[src/rtl/core/ipv4rxcv_pkg.sv]
// ----------------------------------------------------------------------------
// ipv4rxcv_pkg
// Shared types, constants and ones' complement helper for the IPv4 receive
// checksum verifier.
// ----------------------------------------------------------------------------
`default_nettype none

package ipv4rxcv_pkg;

  // Input beat: one datagram byte and its last mark
  typedef struct packed {
    logic [7:0] data_byte;
    logic       last_byte;
  } in_beat_t;

  // Result beat: one per datagram
  typedef struct packed {
    logic [2:0]  status;
    logic [7:0]  protocol;
    logic [31:0] source_address;
    logic [31:0] dest_address;
    logic [5:0]  header_bytes;
    logic [15:0] used_length;
  } out_beat_t;

  // Per-datagram accumulated fields, also the snapshot taken at the last beat
  typedef struct packed {
    logic [15:0] byte_count;
    logic [7:0]  ver_ihl;
    logic [15:0] claimed_total;
    logic [7:0]  proto;
    logic [31:0] src_addr;
    logic [31:0] dst_addr;
    logic [15:0] header_sum;
    logic [15:0] transport_sum;
    logic [15:0] udp_csum;
  } snap_t;

  // Status codes
  localparam logic [2:0] ST_OK     = 3'd0;
  localparam logic [2:0] ST_SHORT  = 3'd1;
  localparam logic [2:0] ST_HLEN   = 3'd2;
  localparam logic [2:0] ST_HCSUM  = 3'd3;
  localparam logic [2:0] ST_TRUNC  = 3'd4;
  localparam logic [2:0] ST_TCSUM  = 3'd5;

  // Protocol numbers
  localparam logic [7:0] PROTO_TCP = 8'd6;
  localparam logic [7:0] PROTO_UDP = 8'd17;

  // Header byte offsets
  localparam logic [15:0] IDX_VER_IHL = 16'd0;
  localparam logic [15:0] IDX_LEN_HI  = 16'd2;
  localparam logic [15:0] IDX_LEN_LO  = 16'd3;
  localparam logic [15:0] IDX_PROTO   = 16'd9;
  localparam logic [15:0] IDX_SRC     = 16'd12;
  localparam logic [15:0] IDX_DST     = 16'd16;
  localparam logic [15:0] IDX_HDR_END = 16'd20;

  localparam logic [3:0]  IP_VERSION    = 4'd4;
  localparam logic [5:0]  HDR_MIN_BYTES = 6'd20;
  localparam logic [6:0]  TCP_CSUM_OFS  = 7'd16;
  localparam logic [6:0]  UDP_CSUM_OFS  = 7'd6;
  localparam logic [15:0] CSUM_GOOD     = 16'hffff;
  localparam logic [15:0] COUNT_MAX     = 16'hffff;

  // 16-bit ones' complement add with end-around carry
  function automatic logic [15:0] oc_add(input logic [15:0] a, input logic [15:0] b);
    logic [16:0] s;
    s = {1'b0, a} + {1'b0, b};
    return s[15:0] + {15'd0, s[16]};
  endfunction

endpackage

`default_nettype wire

[src/rtl/core/ipv4rxcv_accum.sv]
// ----------------------------------------------------------------------------
// ipv4rxcv_accum
// Input register and per-byte accumulator: captures header fields, keeps the
// header and transport ones' complement sums, and hands a snapshot downstream
// at the last beat of each datagram.
// ----------------------------------------------------------------------------
`default_nettype none

module ipv4rxcv_accum (
  input  wire logic                  clk_i,
  input  wire logic                  rst_ni,
  input  wire logic                  in_valid_i,
  output logic                       in_ready_o,
  input  wire ipv4rxcv_pkg::in_beat_t in_beat_i,
  output logic                       snap_valid_o,
  input  wire logic                  snap_ready_i,
  output ipv4rxcv_pkg::snap_t        snap_o
);
  import ipv4rxcv_pkg::*;

  logic        in_valid_q;
  in_beat_t    in_q;
  snap_t       acc_q, acc_d;
  logic [7:0]  held_q, held_d;
  logic        snap_valid_q;
  snap_t       snap_q;

  logic        consume;
  logic        saturated;
  logic [15:0] idx;
  logic [7:0]  b;
  logic [7:0]  vl_n;
  logic [15:0] ct_n;
  logic [7:0]  proto_n;
  logic [15:0] ihl;
  logic [15:0] csum_hi_idx;
  logic [15:0] csum_lo_idx;
  logic        in_header;
  logic        in_transport;

  // Handshake: take the held byte when it can go somewhere
  assign consume    = in_valid_q && (!in_q.last_byte || !snap_valid_q || snap_ready_i);
  assign in_ready_o = !in_valid_q || consume;

  // Input register
  always_ff @(posedge clk_i or negedge rst_ni) begin
    if (!rst_ni) begin
      in_valid_q <= 1'b0;
      in_q       <= '0;
    end else if (in_ready_o) begin
      in_valid_q <= in_valid_i;
      in_q       <= in_beat_i;
    end
  end

  // Field capture for the current byte
  assign idx       = acc_q.byte_count;
  assign b         = in_q.data_byte;
  assign saturated = (idx == COUNT_MAX);
  assign vl_n      = (idx == IDX_VER_IHL) ? b : acc_q.ver_ihl;
  assign ct_n      = (idx == IDX_LEN_HI) ? {b, 8'd0} :
                     (idx == IDX_LEN_LO) ? (acc_q.claimed_total | {8'd0, b}) :
                     acc_q.claimed_total;
  assign proto_n   = (idx == IDX_PROTO) ? b : acc_q.proto;
  assign ihl       = {8'd0, vl_n[3:0], 2'b00};
  assign csum_hi_idx = ihl + {9'd0, UDP_CSUM_OFS};
  assign csum_lo_idx = csum_hi_idx + 16'd1;
  assign in_header    = (idx < ihl);
  assign in_transport = !in_header && ((ct_n < ihl) || (idx < ct_n));

  // Next accumulator state; hold once the count saturates
  always_comb begin
    acc_d  = acc_q;
    held_d = held_q;
    if (!saturated) begin
      acc_d.ver_ihl       = vl_n;
      acc_d.claimed_total = ct_n;
      acc_d.proto         = proto_n;
      if (idx >= IDX_SRC && idx < IDX_DST) begin
        acc_d.src_addr = {acc_q.src_addr[23:0], b};
      end
      if (idx >= IDX_DST && idx < IDX_HDR_END) begin
        acc_d.dst_addr = {acc_q.dst_addr[23:0], b};
      end
      if (in_header) begin
        if (!idx[0]) begin
          held_d = b;
        end else begin
          acc_d.header_sum = oc_add(acc_q.header_sum, {held_q, b});
        end
      end else if (in_transport) begin
        acc_d.transport_sum = oc_add(acc_q.transport_sum,
                                     idx[0] ? {8'd0, b} : {b, 8'd0});
      end
      if (proto_n == PROTO_UDP) begin
        if (idx == csum_hi_idx) acc_d.udp_csum[15:8] = b;
        if (idx == csum_lo_idx) acc_d.udp_csum[7:0]  = b;
      end
      acc_d.byte_count = idx + 16'd1;
    end
  end

  // Accumulator registers; clear after the last beat
  always_ff @(posedge clk_i or negedge rst_ni) begin
    if (!rst_ni) begin
      acc_q  <= '0;
      held_q <= '0;
    end else if (consume) begin
      if (in_q.last_byte) begin
        acc_q  <= '0;
        held_q <= '0;
      end else begin
        acc_q  <= acc_d;
        held_q <= held_d;
      end
    end
  end

  // Snapshot register toward the checker
  always_ff @(posedge clk_i or negedge rst_ni) begin
    if (!rst_ni) begin
      snap_valid_q <= 1'b0;
      snap_q       <= '0;
    end else begin
      if (consume && in_q.last_byte) begin
        snap_valid_q <= 1'b1;
        snap_q       <= acc_d;
      end else if (snap_ready_i) begin
        snap_valid_q <= 1'b0;
      end
    end
  end

  assign snap_valid_o = snap_valid_q;
  assign snap_o       = snap_q;

`ifndef SYNTH
  // State starts fresh after every datagram
  assert property (@(posedge clk_i) disable iff (!rst_ni)
    (consume && in_q.last_byte) |=> (acc_q.byte_count == 16'd0 && acc_q.header_sum == 16'd0))
    else $error("accumulator not cleared after last beat");

  // Count advances by one per unmarked byte until it saturates
  assert property (@(posedge clk_i) disable iff (!rst_ni)
    (consume && !in_q.last_byte && !saturated)
      |=> (acc_q.byte_count == $past(acc_q.byte_count) + 16'd1))
    else $error("byte count did not advance");
`endif

endmodule

`default_nettype wire

[src/rtl/core/ipv4rxcv_check.sv]
// ----------------------------------------------------------------------------
// ipv4rxcv_check
// Final checks on a datagram snapshot: version, header length, trimming,
// header checksum and pseudo-header transport checksum; registers the result.
// ----------------------------------------------------------------------------
`default_nettype none

module ipv4rxcv_check (
  input  wire logic                clk_i,
  input  wire logic                rst_ni,
  input  wire logic                snap_valid_i,
  output logic                     snap_ready_o,
  input  wire ipv4rxcv_pkg::snap_t snap_i,
  output logic                     out_valid_o,
  input  wire logic                out_ready_i,
  output ipv4rxcv_pkg::out_beat_t  out_beat_o
);
  import ipv4rxcv_pkg::*;

  logic        out_valid_q;
  out_beat_t   out_q;
  out_beat_t   res;

  logic [15:0] len;
  logic [5:0]  ihl6;
  logic [15:0] ihl16;
  logic        have_hdr;
  logic        ver_ok;
  logic        hlen_ok;
  logic        trim_ok;
  logic [15:0] used;
  logic        is_tcp;
  logic        is_udp;
  logic [6:0]  csum_ofs;
  logic [15:0] need_len;
  logic [15:0] pay_len;
  logic [18:0] total;
  logic [16:0] fold1;
  logic [15:0] fold2;

  assign snap_ready_o = !out_valid_q || out_ready_i;

  // Header sanity
  assign len      = snap_i.byte_count;
  assign ihl6     = {snap_i.ver_ihl[3:0], 2'b00};
  assign ihl16    = {10'd0, ihl6};
  assign have_hdr = (len >= IDX_HDR_END);
  assign ver_ok   = (snap_i.ver_ihl[7:4] == IP_VERSION);
  assign hlen_ok  = (ihl6 >= HDR_MIN_BYTES) && (len >= ihl16);

  // Trim to the total-length field when it is in range
  assign trim_ok = (snap_i.claimed_total >= ihl16) && (snap_i.claimed_total <= len);
  assign used    = (have_hdr && ver_ok && hlen_ok && trim_ok) ? snap_i.claimed_total : len;

  // Transport checksum position and pseudo-header sum
  assign is_tcp   = (snap_i.proto == PROTO_TCP);
  assign is_udp   = (snap_i.proto == PROTO_UDP);
  assign csum_ofs = {1'b0, ihl6} + (is_tcp ? TCP_CSUM_OFS : UDP_CSUM_OFS);
  assign need_len = {9'd0, csum_ofs} + 16'd2;
  assign pay_len  = used - ihl16;
  assign total    = {3'd0, snap_i.transport_sum}
                  + {3'd0, snap_i.src_addr[31:16]} + {3'd0, snap_i.src_addr[15:0]}
                  + {3'd0, snap_i.dst_addr[31:16]} + {3'd0, snap_i.dst_addr[15:0]}
                  + {11'd0, snap_i.proto} + {3'd0, pay_len};
  assign fold1    = {1'b0, total[15:0]} + {14'd0, total[18:16]};
  assign fold2    = fold1[15:0] + {15'd0, fold1[16]};

  // Build the result beat
  always_comb begin
    res                = '0;
    res.header_bytes   = ihl6;
    res.used_length    = used;
    res.protocol       = have_hdr ? snap_i.proto : 8'd0;
    res.source_address = have_hdr ? snap_i.src_addr : 32'd0;
    res.dest_address   = have_hdr ? snap_i.dst_addr : 32'd0;
    if (!have_hdr || !ver_ok) begin
      res.status = ST_SHORT;
    end else if (!hlen_ok) begin
      res.status = ST_HLEN;
    end else if (snap_i.header_sum != CSUM_GOOD) begin
      res.status = ST_HCSUM;
    end else if (is_tcp || is_udp) begin
      if (used < need_len) begin
        res.status = ST_TRUNC;
      end else if (!(is_udp && snap_i.udp_csum == 16'd0) && fold2 != CSUM_GOOD) begin
        res.status = ST_TCSUM;
      end else begin
        res.status = ST_OK;
      end
    end else begin
      res.status = ST_OK;
    end
  end

  // Output register
  always_ff @(posedge clk_i or negedge rst_ni) begin
    if (!rst_ni) begin
      out_valid_q <= 1'b0;
      out_q       <= '0;
    end else if (snap_ready_o) begin
      out_valid_q <= snap_valid_i;
      if (snap_valid_i) begin
        out_q <= res;
      end
    end
  end

  assign out_valid_o = out_valid_q;
  assign out_beat_o  = out_q;

`ifndef SYNTH
  // A passing datagram always has a full-size header
  assert property (@(posedge clk_i) disable iff (!rst_ni)
    (out_valid_q && out_q.status == ST_OK) |-> (out_q.header_bytes >= HDR_MIN_BYTES))
    else $error("ok status with short header");

  // Past the length checks, the used length covers the header
  assert property (@(posedge clk_i) disable iff (!rst_ni)
    (out_valid_q && out_q.status != ST_SHORT && out_q.status != ST_HLEN)
      |-> ({10'd0, out_q.header_bytes} <= out_q.used_length))
    else $error("used length below header length");
`endif

endmodule

`default_nettype wire

[src/rtl/core/ipv4_rx_checksum_verifier_top.sv]
// A last byte passes the input, snapshot and output registers to its result.
// One byte per cycle unless a last byte waits on a held snapshot; one result
// per datagram at its last byte; a 16-bit end-around add sets the byte rate.
// Reset (rst_ni, async, active low) clears all sums, counters and valids;
// no clearing pass is needed, the block accepts bytes right after reset.
// ----------------------------------------------------------------------------
// ipv4_rx_checksum_verifier_top
// IPv4 receive checker: header and TCP/UDP checksum verification on a byte
// stream, one status beat per datagram.
// ----------------------------------------------------------------------------
`default_nettype none

module ipv4_rx_checksum_verifier_top (
  input  wire logic                   clk_i,
  input  wire logic                   rst_ni,
  input  wire logic                   in_valid_i,
  output logic                        in_ready_o,
  input  wire ipv4rxcv_pkg::in_beat_t in_beat_i,
  output logic                        out_valid_o,
  input  wire logic                   out_ready_i,
  output ipv4rxcv_pkg::out_beat_t     out_beat_o
);
  import ipv4rxcv_pkg::*;

  logic  snap_valid;
  logic  snap_ready;
  snap_t snap;

  // Byte accumulator
  ipv4rxcv_accum u_accum (
    .clk_i        (clk_i),
    .rst_ni       (rst_ni),
    .in_valid_i   (in_valid_i),
    .in_ready_o   (in_ready_o),
    .in_beat_i    (in_beat_i),
    .snap_valid_o (snap_valid),
    .snap_ready_i (snap_ready),
    .snap_o       (snap)
  );

  // Final checks and result register
  ipv4rxcv_check u_check (
    .clk_i        (clk_i),
    .rst_ni       (rst_ni),
    .snap_valid_i (snap_valid),
    .snap_ready_o (snap_ready),
    .snap_i       (snap),
    .out_valid_o  (out_valid_o),
    .out_ready_i  (out_ready_i),
    .out_beat_o   (out_beat_o)
  );

endmodule

`default_nettype wire

[config.mk]
export PLATFORM = sky130hd
export DESIGN_NAME = ipv4_rx_checksum_verifier_top
export DESIGN_NICKNAME = d
export VERILOG_FILES = /design/src/rtl/core/ipv4rxcv_pkg.sv /design/src/rtl/core/ipv4rxcv_accum.sv /design/src/rtl/core/ipv4rxcv_check.sv /design/src/rtl/core/ipv4_rx_checksum_verifier_top.sv
export SDC_FILE = /design/constraint.sdc
export NUM_CORES = 1
export LEC_CHECK = 0
export ABC_AREA = 1
export BUFFER_PORTS_ARGS = -buffer_cell sky130_fd_sc_hd__buf_2
export CORE_MARGIN = 2
export CORE_UTILIZATION = 63
export DETAILED_ROUTE_END_ITERATION = 10
export GPL_TIMING_DRIVEN = 0
export PLACE_DENSITY = 0.82
export SLEW_MARGIN = 25
export SYNTH_ARGS = -nofsm -noshare
export SYNTH_HDL_FRONTEND = slang
export SYNTH_SLANG_ARGS = --single-unit
[constraint.sdc]
create_clock -name clk_i -period 11.5 [get_ports clk_i]
set_input_delay 0.575 -clock clk_i [delete_from_list [all_inputs] [get_ports clk_i]]
set_output_delay 0.575 -clock clk_i [all_outputs]
set_load 0.1 [all_outputs]
* Yosys cells after proc, flatten, opt, wreduce, memory -nomap -nowiden
Cells that the tools add are included.
** Word-level totals
- Flip-flop bits (word level) :: 435
- Output and inout port bits :: 99
- Logic and storage cells :: 142
** Operators by class
- Order comparisons :: 13
- $add $sub $neg :: 18
- Multiplexer cells :: 33
- Reductions and logical operators :: 33
- Equal/unequal tests :: 14
- Bitwise logic cells :: 1
** Operator list (count)
- 160-bit 2-to-1 mux :: 2
- 16-bit 2-to-1 mux :: 9
- 32-bit 2-to-1 mux :: 4
- 19-bit by 16-bit adder with 19-bit output :: 4
- 8-bit 2-to-1 mux :: 9
- 16-bit by 16-bit adder with 17-bit output :: 3
- 16-bit by 1-bit adder with 16-bit output :: 3
- 16-bit by 1-bit adder with 16-bit output, second input constant :: 2
- 16-bit equality test :: 2
- 16-bit by 2-bit equality test with 1-bit output, second input constant :: 2
- 16-bit by 5-bit greater-or-equal comparator with 1-bit output, second input constant :: 2
- 16-bit by 6-bit greater-or-equal comparator with 1-bit output :: 2
- 16-bit zero test :: 2
- 16-bit less-than comparator :: 2
- 16-bit by 5-bit less-than comparator with 1-bit output, second input constant :: 2
- 16-bit by 6-bit less-than comparator with 1-bit output :: 2
- 16-bit inequality test, second input constant :: 2
- 19-bit by 8-bit adder with 19-bit output :: 1
- 3-bit 2-to-1 mux :: 6
- 16-bit by 3-bit adder with 17-bit output :: 1
- 16-bit equality test, second input constant :: 1
- 16-bit by 4-bit equality test with 1-bit output, second input constant :: 1
- 8-bit by 5-bit equality test with 1-bit output, second input constant :: 2
- 16-bit by 4-bit greater-or-equal comparator with 1-bit output, second input constant :: 1
- other kinds (18) :: 45

* Logic depth before layout (Yosys ltp)
Gate-level depths: netlist (run 1).
- Depth in word-level cells :: 17
- Mapped depth :: 74
- Gate-level depth less buffers :: 72

* Cells and area by module
Synthesis (run 1) repeated with hierarchy kept, for this count alone.
** Unflattened totals
- Cell total of the unflattened synthesis :: 3473
- Area total of the unflattened synthesis :: 26814.5 um2
** Modules (own cells, without submodules)
- ipv4rxcv_accum :: cells each 2242, instances 1, area an instance 17644.4 um2
- ipv4rxcv_check :: cells each 1231, instances 1, area an instance 9170.0 um2

* Least setup slack after synthesis (run 1)
Ideal clock, no wire load.
- Path type :: register to register
- Start :: register u_accum.snap_q (netlist bit u_accum.snap_o[137])
- End :: register u_check.out_q (netlist bit u_check.out_beat_o[94])
- Arrival :: 9628 ps
- Required time :: 11377 ps
- Period minus slack after synthesis :: 9751 ps
- Cell stages (with the launch flop) :: 61
- Setup slack :: 1749 ps
- Library setup time :: 123 ps
- Cells stage by stage :: dfrtp_1 inv_1 ha_1 nand2_1 nor2_1 nand2_1 nand4_1 nand2_1 nor2_2 nand2_2 buf_2 buf_1 nand2_1 o21ai_0 inv_1 ha_1 inv_1 fa_1 [... 25 more ...] nand3_1 nor2_1 nand3b_1 nor4_1 ha_1 nand3_1 or2_2 or2_2 nor2_1 nand2_1 nand2_1 nand2_1 nor2_1 nand4_1 nand3_1 nand2_1 nand2_1 a21oi_1
** RTL lines
- start, declared :: RTL line ipv4rxcv_accum.sv:26 : snap_t snap_q;
- start signal, assigned :: RTL line ipv4rxcv_accum.sv:123 : snap_q <= '0;
- start signal, assigned :: RTL line ipv4rxcv_accum.sv:127 : snap_q <= acc_d;
- end signal, assigned :: RTL line ipv4rxcv_check.sv:103 : out_q <= res;
- end, declared :: RTL line ipv4rxcv_check.sv:21 : out_beat_t out_q;

==> results of run 1 <==
cells in the mapped netlist, types with 13 or more instances:
cell type  count
fa_1          61
nor4_1        15
clkbuf_1     103
nand4_1       28
a22o_1        14
o21bai_1      13
inv_1        420
xor2_1        61
o31ai_1       48
ha_1         148
nand3b_1      14
xnor2_1       23
dfrtp_1      435
o22ai_1       73
nor2_1       141
a21oi_1       95
nand2_1      874
o21ai_0      359
nand3_1      171
nor3_1        29
buf_2         13
o21ai_1       17
sequential cells by signal, summed over array words and instances (netlist names), 8 cells and up:
signal              count
u_accum.idx            16
u_accum.held_q          8
u_check.out_beat_o     95
u_accum.b               8
u_accum.acc_q         144
u_accum.snap_o        160
layer usage:
metal / track usage, % / up-vias / part of all wire [%]
met2: 63.4 / 1234 / 46
met4: 20.3 / 2 / 5.9
li1: - / 11002 / -
met3: 7.17 / 268 / 9.2
met1: 51.5 / 11550 / 39
met5: 0 / - / 0.013
cell families after synthesis:
logic type	Yosys count	synth area share (%)
simple gates	1312	21.2
flops	435	41.7
fa+ha+maj	209	11.8
other cells	2	0.0288
compound gates	662	14.3
buf+inv	555	8.16
xor+xnor	84	2.82
worst paths after layout:
path                                        startpoint                      to  slack (ps)  depth (start not counted)
worst max-delay path               u_accum.snap_o[139]  u_check.out_beat_o[94]         850                         67
worst min-delay path                        in_valid_i      u_accum.in_valid_q         140                          3
worst max register to register     u_accum.snap_o[139]  u_check.out_beat_o[94]         850                         67
worst min register to register  u_check.out_beat_o[11]  u_check.out_beat_o[11]         470                          2
max in group asynchronous                       rst_ni  u_check.out_beat_o[71]        9860                          4
min in group asynchronous                       rst_ni          u_accum.idx[8]         440                          2
through the flow:
step	TNS, ps	utilization [%]	worst slack (ps)
global placement	0	66.9	10.3
CTS	0	71.3	28.9
detailed placement	-497	67.3	-273
global route	-73.1	71.6	-73.1
finish	0	71.6	850
floorplan	0	-	1750
cell usage in the layout (no fill, tap or decap), types with 12 or more instances in the layout:
| cell type | n |
|---|---|
| nand4_1 | 28 |
| a22o_1 | 14 |
| o21ai_1 | 16 |
| nor3_1 | 28 |
| nand2_1 | 873 |
| buf_2 | 120 |
| nor2_1 | 136 |
| o22ai_1 | 73 |
| a21oi_1 | 90 |
| o21ai_0 | 358 |
| inv_1 | 417 |
| o31ai_1 | 47 |
| clkbuf_1 | 113 |
| dfrtp_1 | 433 |
| ha_1 | 147 |
| o21bai_1 | 13 |
| nor4_1 | 13 |
| clkbuf_16 | 47 |
| nand3_1 | 170 |
| xor2_1 | 60 |
| xnor2_1 | 23 |
| fa_1 | 60 |
| buf_4 | 14 |
| nand3b_1 | 14 |
| o21ai_2 | 12 |
cell type report:
class                   instances  area (sq um)  area share (%)
plain buffers                 127           526            1.80
multi-input cells            2270         13200            45.0
inverters                     427          1610            5.49
clock inverters                20           262           0.894
clock buffers                  67          1350            4.62
flip-flops and latches        435         10900            37.2
diodes                          1          2.50         0.00856
well taps                     532           666            2.28
repair buffers                124           771            2.64
critical path: cells and delay by family (launching register included):
kind | cells | cell delay [ps]
xor gates and xnor gates | 2 | 270
DFF | 1 | 370
AOI/OAI and AO/OA | 8 | 1080
and+or+nand+nor | 37 | 4400
adders and majority gates | 10 | 3380
buffers and inverters | 10 | 990
timing repair:
action | CTS | global route
hold buffers | 1 | 0
setup endpoints to repair | 2 | 2
gates resized for setup | 3 | 25
pin swaps | 0 | 4
setup buffers | 1 | 8
hold endpoints to repair | 35 | 0
power breakdown:
part	leakage [nW]	switching, W	internal [W]
Combinational	7.99	0.00184	0.000923
Clock	0.790	0.000682	0.000899
Sequential	5.95	0.000147	0.00167
Total	14.7	0.00267	0.00349
==> results.toml, run 1 <==
[routing]
via_per_inst = 6.01
drt-total-wl_microns = 84700
wire_per_inst_microns = 21.2
vias = 24056
ant_nets = 0
first_pass_iters = 6
drc = 0
drtIter0Drc = 2842

[floorplan]
dieWidth_microns = 208
std_cell_rows = 74
coreArea_sq_um = 40800
boundaryPins = 112
die_h_microns = 208
start_util_pct = 63.9
die_area_sq_um = 43100

[critical_path]
crit_slowest_cell = "fa_1"
path_max_fanout = 19
end_kind = "register"
crit_arrival_ps = 11150
cp.required_ps = 12000
cp-start-kind = "register"
crit_top_cell = "nand2_1"
slowest_delay_ps = 550
worstSetupPathType = "register to register"

[sta]
min_period_ps = 10650
clock.fmax_mhz = 93.9
maxSlewHeadroom_pct = 27.0
hold_ws_ps = 144
worstMarginPinSlew_ps = 1090
finalMaxSlewViolations = 0
timing.clock.skew_ps = 24.4
hold_viol = 0
period_share_pct = 92.6
setup_violations = 0

[placed_design]
place_hpwl_microns = 64400
portBuffers = 109
gp_congestion = 1.00
place_inst = 3906
postPlaceCellArea_sq_um = 27500

[synth]
yosys_warnings = 0
synth_cell_types = 56
synth.largest_area_cell = "dfrtp_1"
synthTopCellsByArea = "dfrtp_1 (42%), nand2_1 (13%), ha_1 (7.1%)"
synth_edf_count = 0
ys_seq_area_share_pct = 41.7
ys_ff_latch = 435
syn-cell-area_sq_um = 26100
syn_inst = 3259
avgSynthCellArea_sq_um = 8.01
synth.top_cell.area_share_pct = 41.7
synthFlopType = "dfrtp_1"
ys_async_sr_fraction_pct = 100

[clocking]
clk-insertion-delay-late_ps = 630
cts_inserted_buffers = 47
tritoncts = "done"
path_clk_slew_ps = 60
root_buffer = "clkbuf_16"
cts-htree-levels = 2
cts.sinks = 435
clockBufferDepth = 3

[flow_run]
cap_viol_max_count = 0

[layout]
design_area_sq_um = 29200
drive_above_1_share_pct = 8.62
final_cells = 4003
fill_cells = 3158
fin_nets = 3654
syn_to_final_growth_pct = 12.1

[global_route]
grt_pass1_vias = 23438
grt_max_degree = 95
antenna_found_initial = 3
overflow = 0
grt_pass1_wl_microns = 132000
grtUsageTotal_pct = 39.5

[pwr]
peakVddDrop_uv = 204
p_total_w = 0.00616
p_per_area_nw_per_um2 = 211
leakagePower_nw = 14.7

[status]
status = "complete, no violations"

[worst_hold_path]
hold_class = "primary input to register"
(Power assumes the default switching activity.)
==> inputs of run 2 (changes only) <==
BUFFER_PORTS_ARGS = -buffer_cell sky130_fd_sc_hd__clkbuf_2   (was -buffer_cell sky130_fd_sc_hd__buf_2)
==> run 2 against run 1 <==
Effect of this change:
- first-iteration DRC count up 2.9%
- setup slack worse by 72 ps
- die area unchanged
- fmax down 0.67%
- flip-flop and latch count unchanged
- via count down 0.97%
- total power down 1.1%
- clock skew up 1.9 ps
- core utilization down 0.16 points
- non-clock buffer count down 1
- combinational power down 1%
- clock power about the same
==> results.toml, run 2 (synthesis results as in run 1) <==
[pwr]
leakagePower_nw = 14.6
p_sw_w = 0.00261
peakVddDrop_uv = 144
p_per_area_nw_per_um2 = 209
clkPwrFrac_pct = 25.4
seqPwrFrac_pct = 29.9
internal_power_w = 0.00348
p_comb_share_pct = 44.7
swShare_pct = 42.8

[clocking]
clockBufferDepth = 3
path_clk_slew_ps = 60
cts.sinks = 435
cts-htree-levels = 2
tritoncts = "done"
root_buffer = "clkbuf_16"
clk-insertion-delay-late_ps = 610
cts_inserted_buffers = 46

[routing]
wire_per_inst_microns = 20.9
via_per_inst = 5.96
drc = 0
first_pass_iters = 6
ant_nets = 0
vias = 23822
drtIter0Drc = 2924
drt-total-wl_microns = 83600

[sta]
maxSlewHeadroom_pct = 29.8
hold_viol = 0
finalSetupTns_ps = 0
min_period_ps = 10720
period_share_pct = 93.2
finalMaxSlewViolations = 0
clock.fmax_mhz = 93.3
hold_ws_ps = 162
worstMarginPinSlew_ps = 1050
setup_violations = 0
timing.clock.skew_ps = 26.3

[layout]
final_cell_mix = "nand2_1 (873), dfrtp_1 (434), inv_1 (418), o21ai_0 (357), nand3_1 (170)"
syn_to_final_growth_pct = 11.8
largest_reg_flops = 160
final_common_cell = "nand2_1"
fin_nets = 3652
drive_above_1_share_pct = 8.43

[critical_path]
cp.required_ps = 11990
crit_slowest_cell = "fa_1"
end_kind = "register"
slowest_delay_ps = 550
crit_arrival_ps = 11210
cp-start-kind = "register"
crit_top_cell = "nand2_1"
path_max_fanout = 19
cpLargestDelayFamily = "simple AND/OR/NAND/NOR gates"
worstSetupPathType = "register to register"
critPathBufInv = 7

[global_route]
grt_pass1_wl_microns = 130000
grtUsageTotal_pct = 39.0
antenna_found_initial = 3
grt_max_degree = 86
overflow = 0
grt_pass1_vias = 22972

[floorplan]
die_h_microns = 208
start_util_pct = 63.9
boundaryPins = 112
dieWidth_microns = 208
coreArea_sq_um = 40800
die_area_sq_um = 43100
std_cell_rows = 74

[worst_hold_path]
hold_class = "primary input to register"

[flow_run]
cap_viol_max_count = 0

[placed_design]
gp_congestion = 1.00
place_hpwl_microns = 64000
portBuffers = 109

[status]
status = "complete, no violations"
run 2: metal layers:
layer	share of wire [%]	global-route usage, %
met5	0.016	0
met4	5.4	21.0
met3	9.0	6.72
met2	46	61.6
met1	40	51.9
run 2: worst register-to-register path: cells and delay by family (launching register included):
family	cells	cell delay (ps)
compound gates	9	1680
flops	1	370
xor+xnor	2	400
fa+ha+maj	10	3510
simple gates	35	3800
buf+inv	7	820
run 2: power by group through the flow:
stage / Clock, W / Combinational, W / Sequential, W
2_1_floorplan: 0 / 0.00192 / 0.00185
3_3_place_gp: 0 / 0.00253 / 0.00183
3_5_place_dp: 0 / 0.00262 / 0.00183
4_1_cts: 0.00155 / 0.00265 / 0.00181
5_1_grt: 0.00161 / 0.00306 / 0.00183
6_report: 0.00155 / 0.00272 / 0.00182
run 2: what timing repair did:
item                       CTS  global route
hold buffers                 1             0
buffers inserted             1             6
hold endpoints to repair    17             0
pin swaps                    0             4
gates resized for setup      3            19
setup endpoints to repair    2             2
run 2: cell type report:
type / count / area [sq um]
diodes: 4 / 10.0
plain buffers: 127 / 526
clock buffers: 60 / 1300
clock inverters: 22 / 245
fillers: 3212 / 11700
inverters: 427 / 1610
multi-input cells: 2270 / 13200
flip-flops and latches: 435 / 10900
well taps: 532 / 666
repair buffers: 123 / 782
run 2: final timing paths:
check	start	to	slack, ps	depth (start not counted)
worst max-delay path	u_accum.snap_o[139]	u_check.out_beat_o[94]	780	63
worst min-delay path	in_beat_i[0]	u_accum.in_q[0]	160	3
worst max register to register	u_accum.snap_o[139]	u_check.out_beat_o[94]	780	63
worst min register to register	u_check.out_beat_o[59]	u_check.out_beat_o[59]	480	2
max in group asynchronous	rst_ni	u_check.out_beat_o[58]	9720	5
min in group asynchronous	rst_ni	u_accum.idx[3]	420	2
run 2: through the flow:
| stage | cells | power, W | instance area, sq um | setup WS, ps | util [%] |
|---|---|---|---|---|---|
| 6_report | 4000 | 0.00609 | 29200 | 778 | 71.5 |
| 5_1_grt | 3996 | 0.00650 | 29200 | -55.1 | 71.4 |
| 4_1_cts | 3990 | 0.00601 | 29100 | 95.8 | 71.2 |
| 3_5_place_dp | 3907 | 0.00446 | 27500 | -442 | 67.3 |
| 3_3_place_gp | 3901 | 0.00436 | 27300 | -183 | 66.9 |
| 2_1_floorplan | 3260 | 0.00377 | 26100 | 1750 | - |
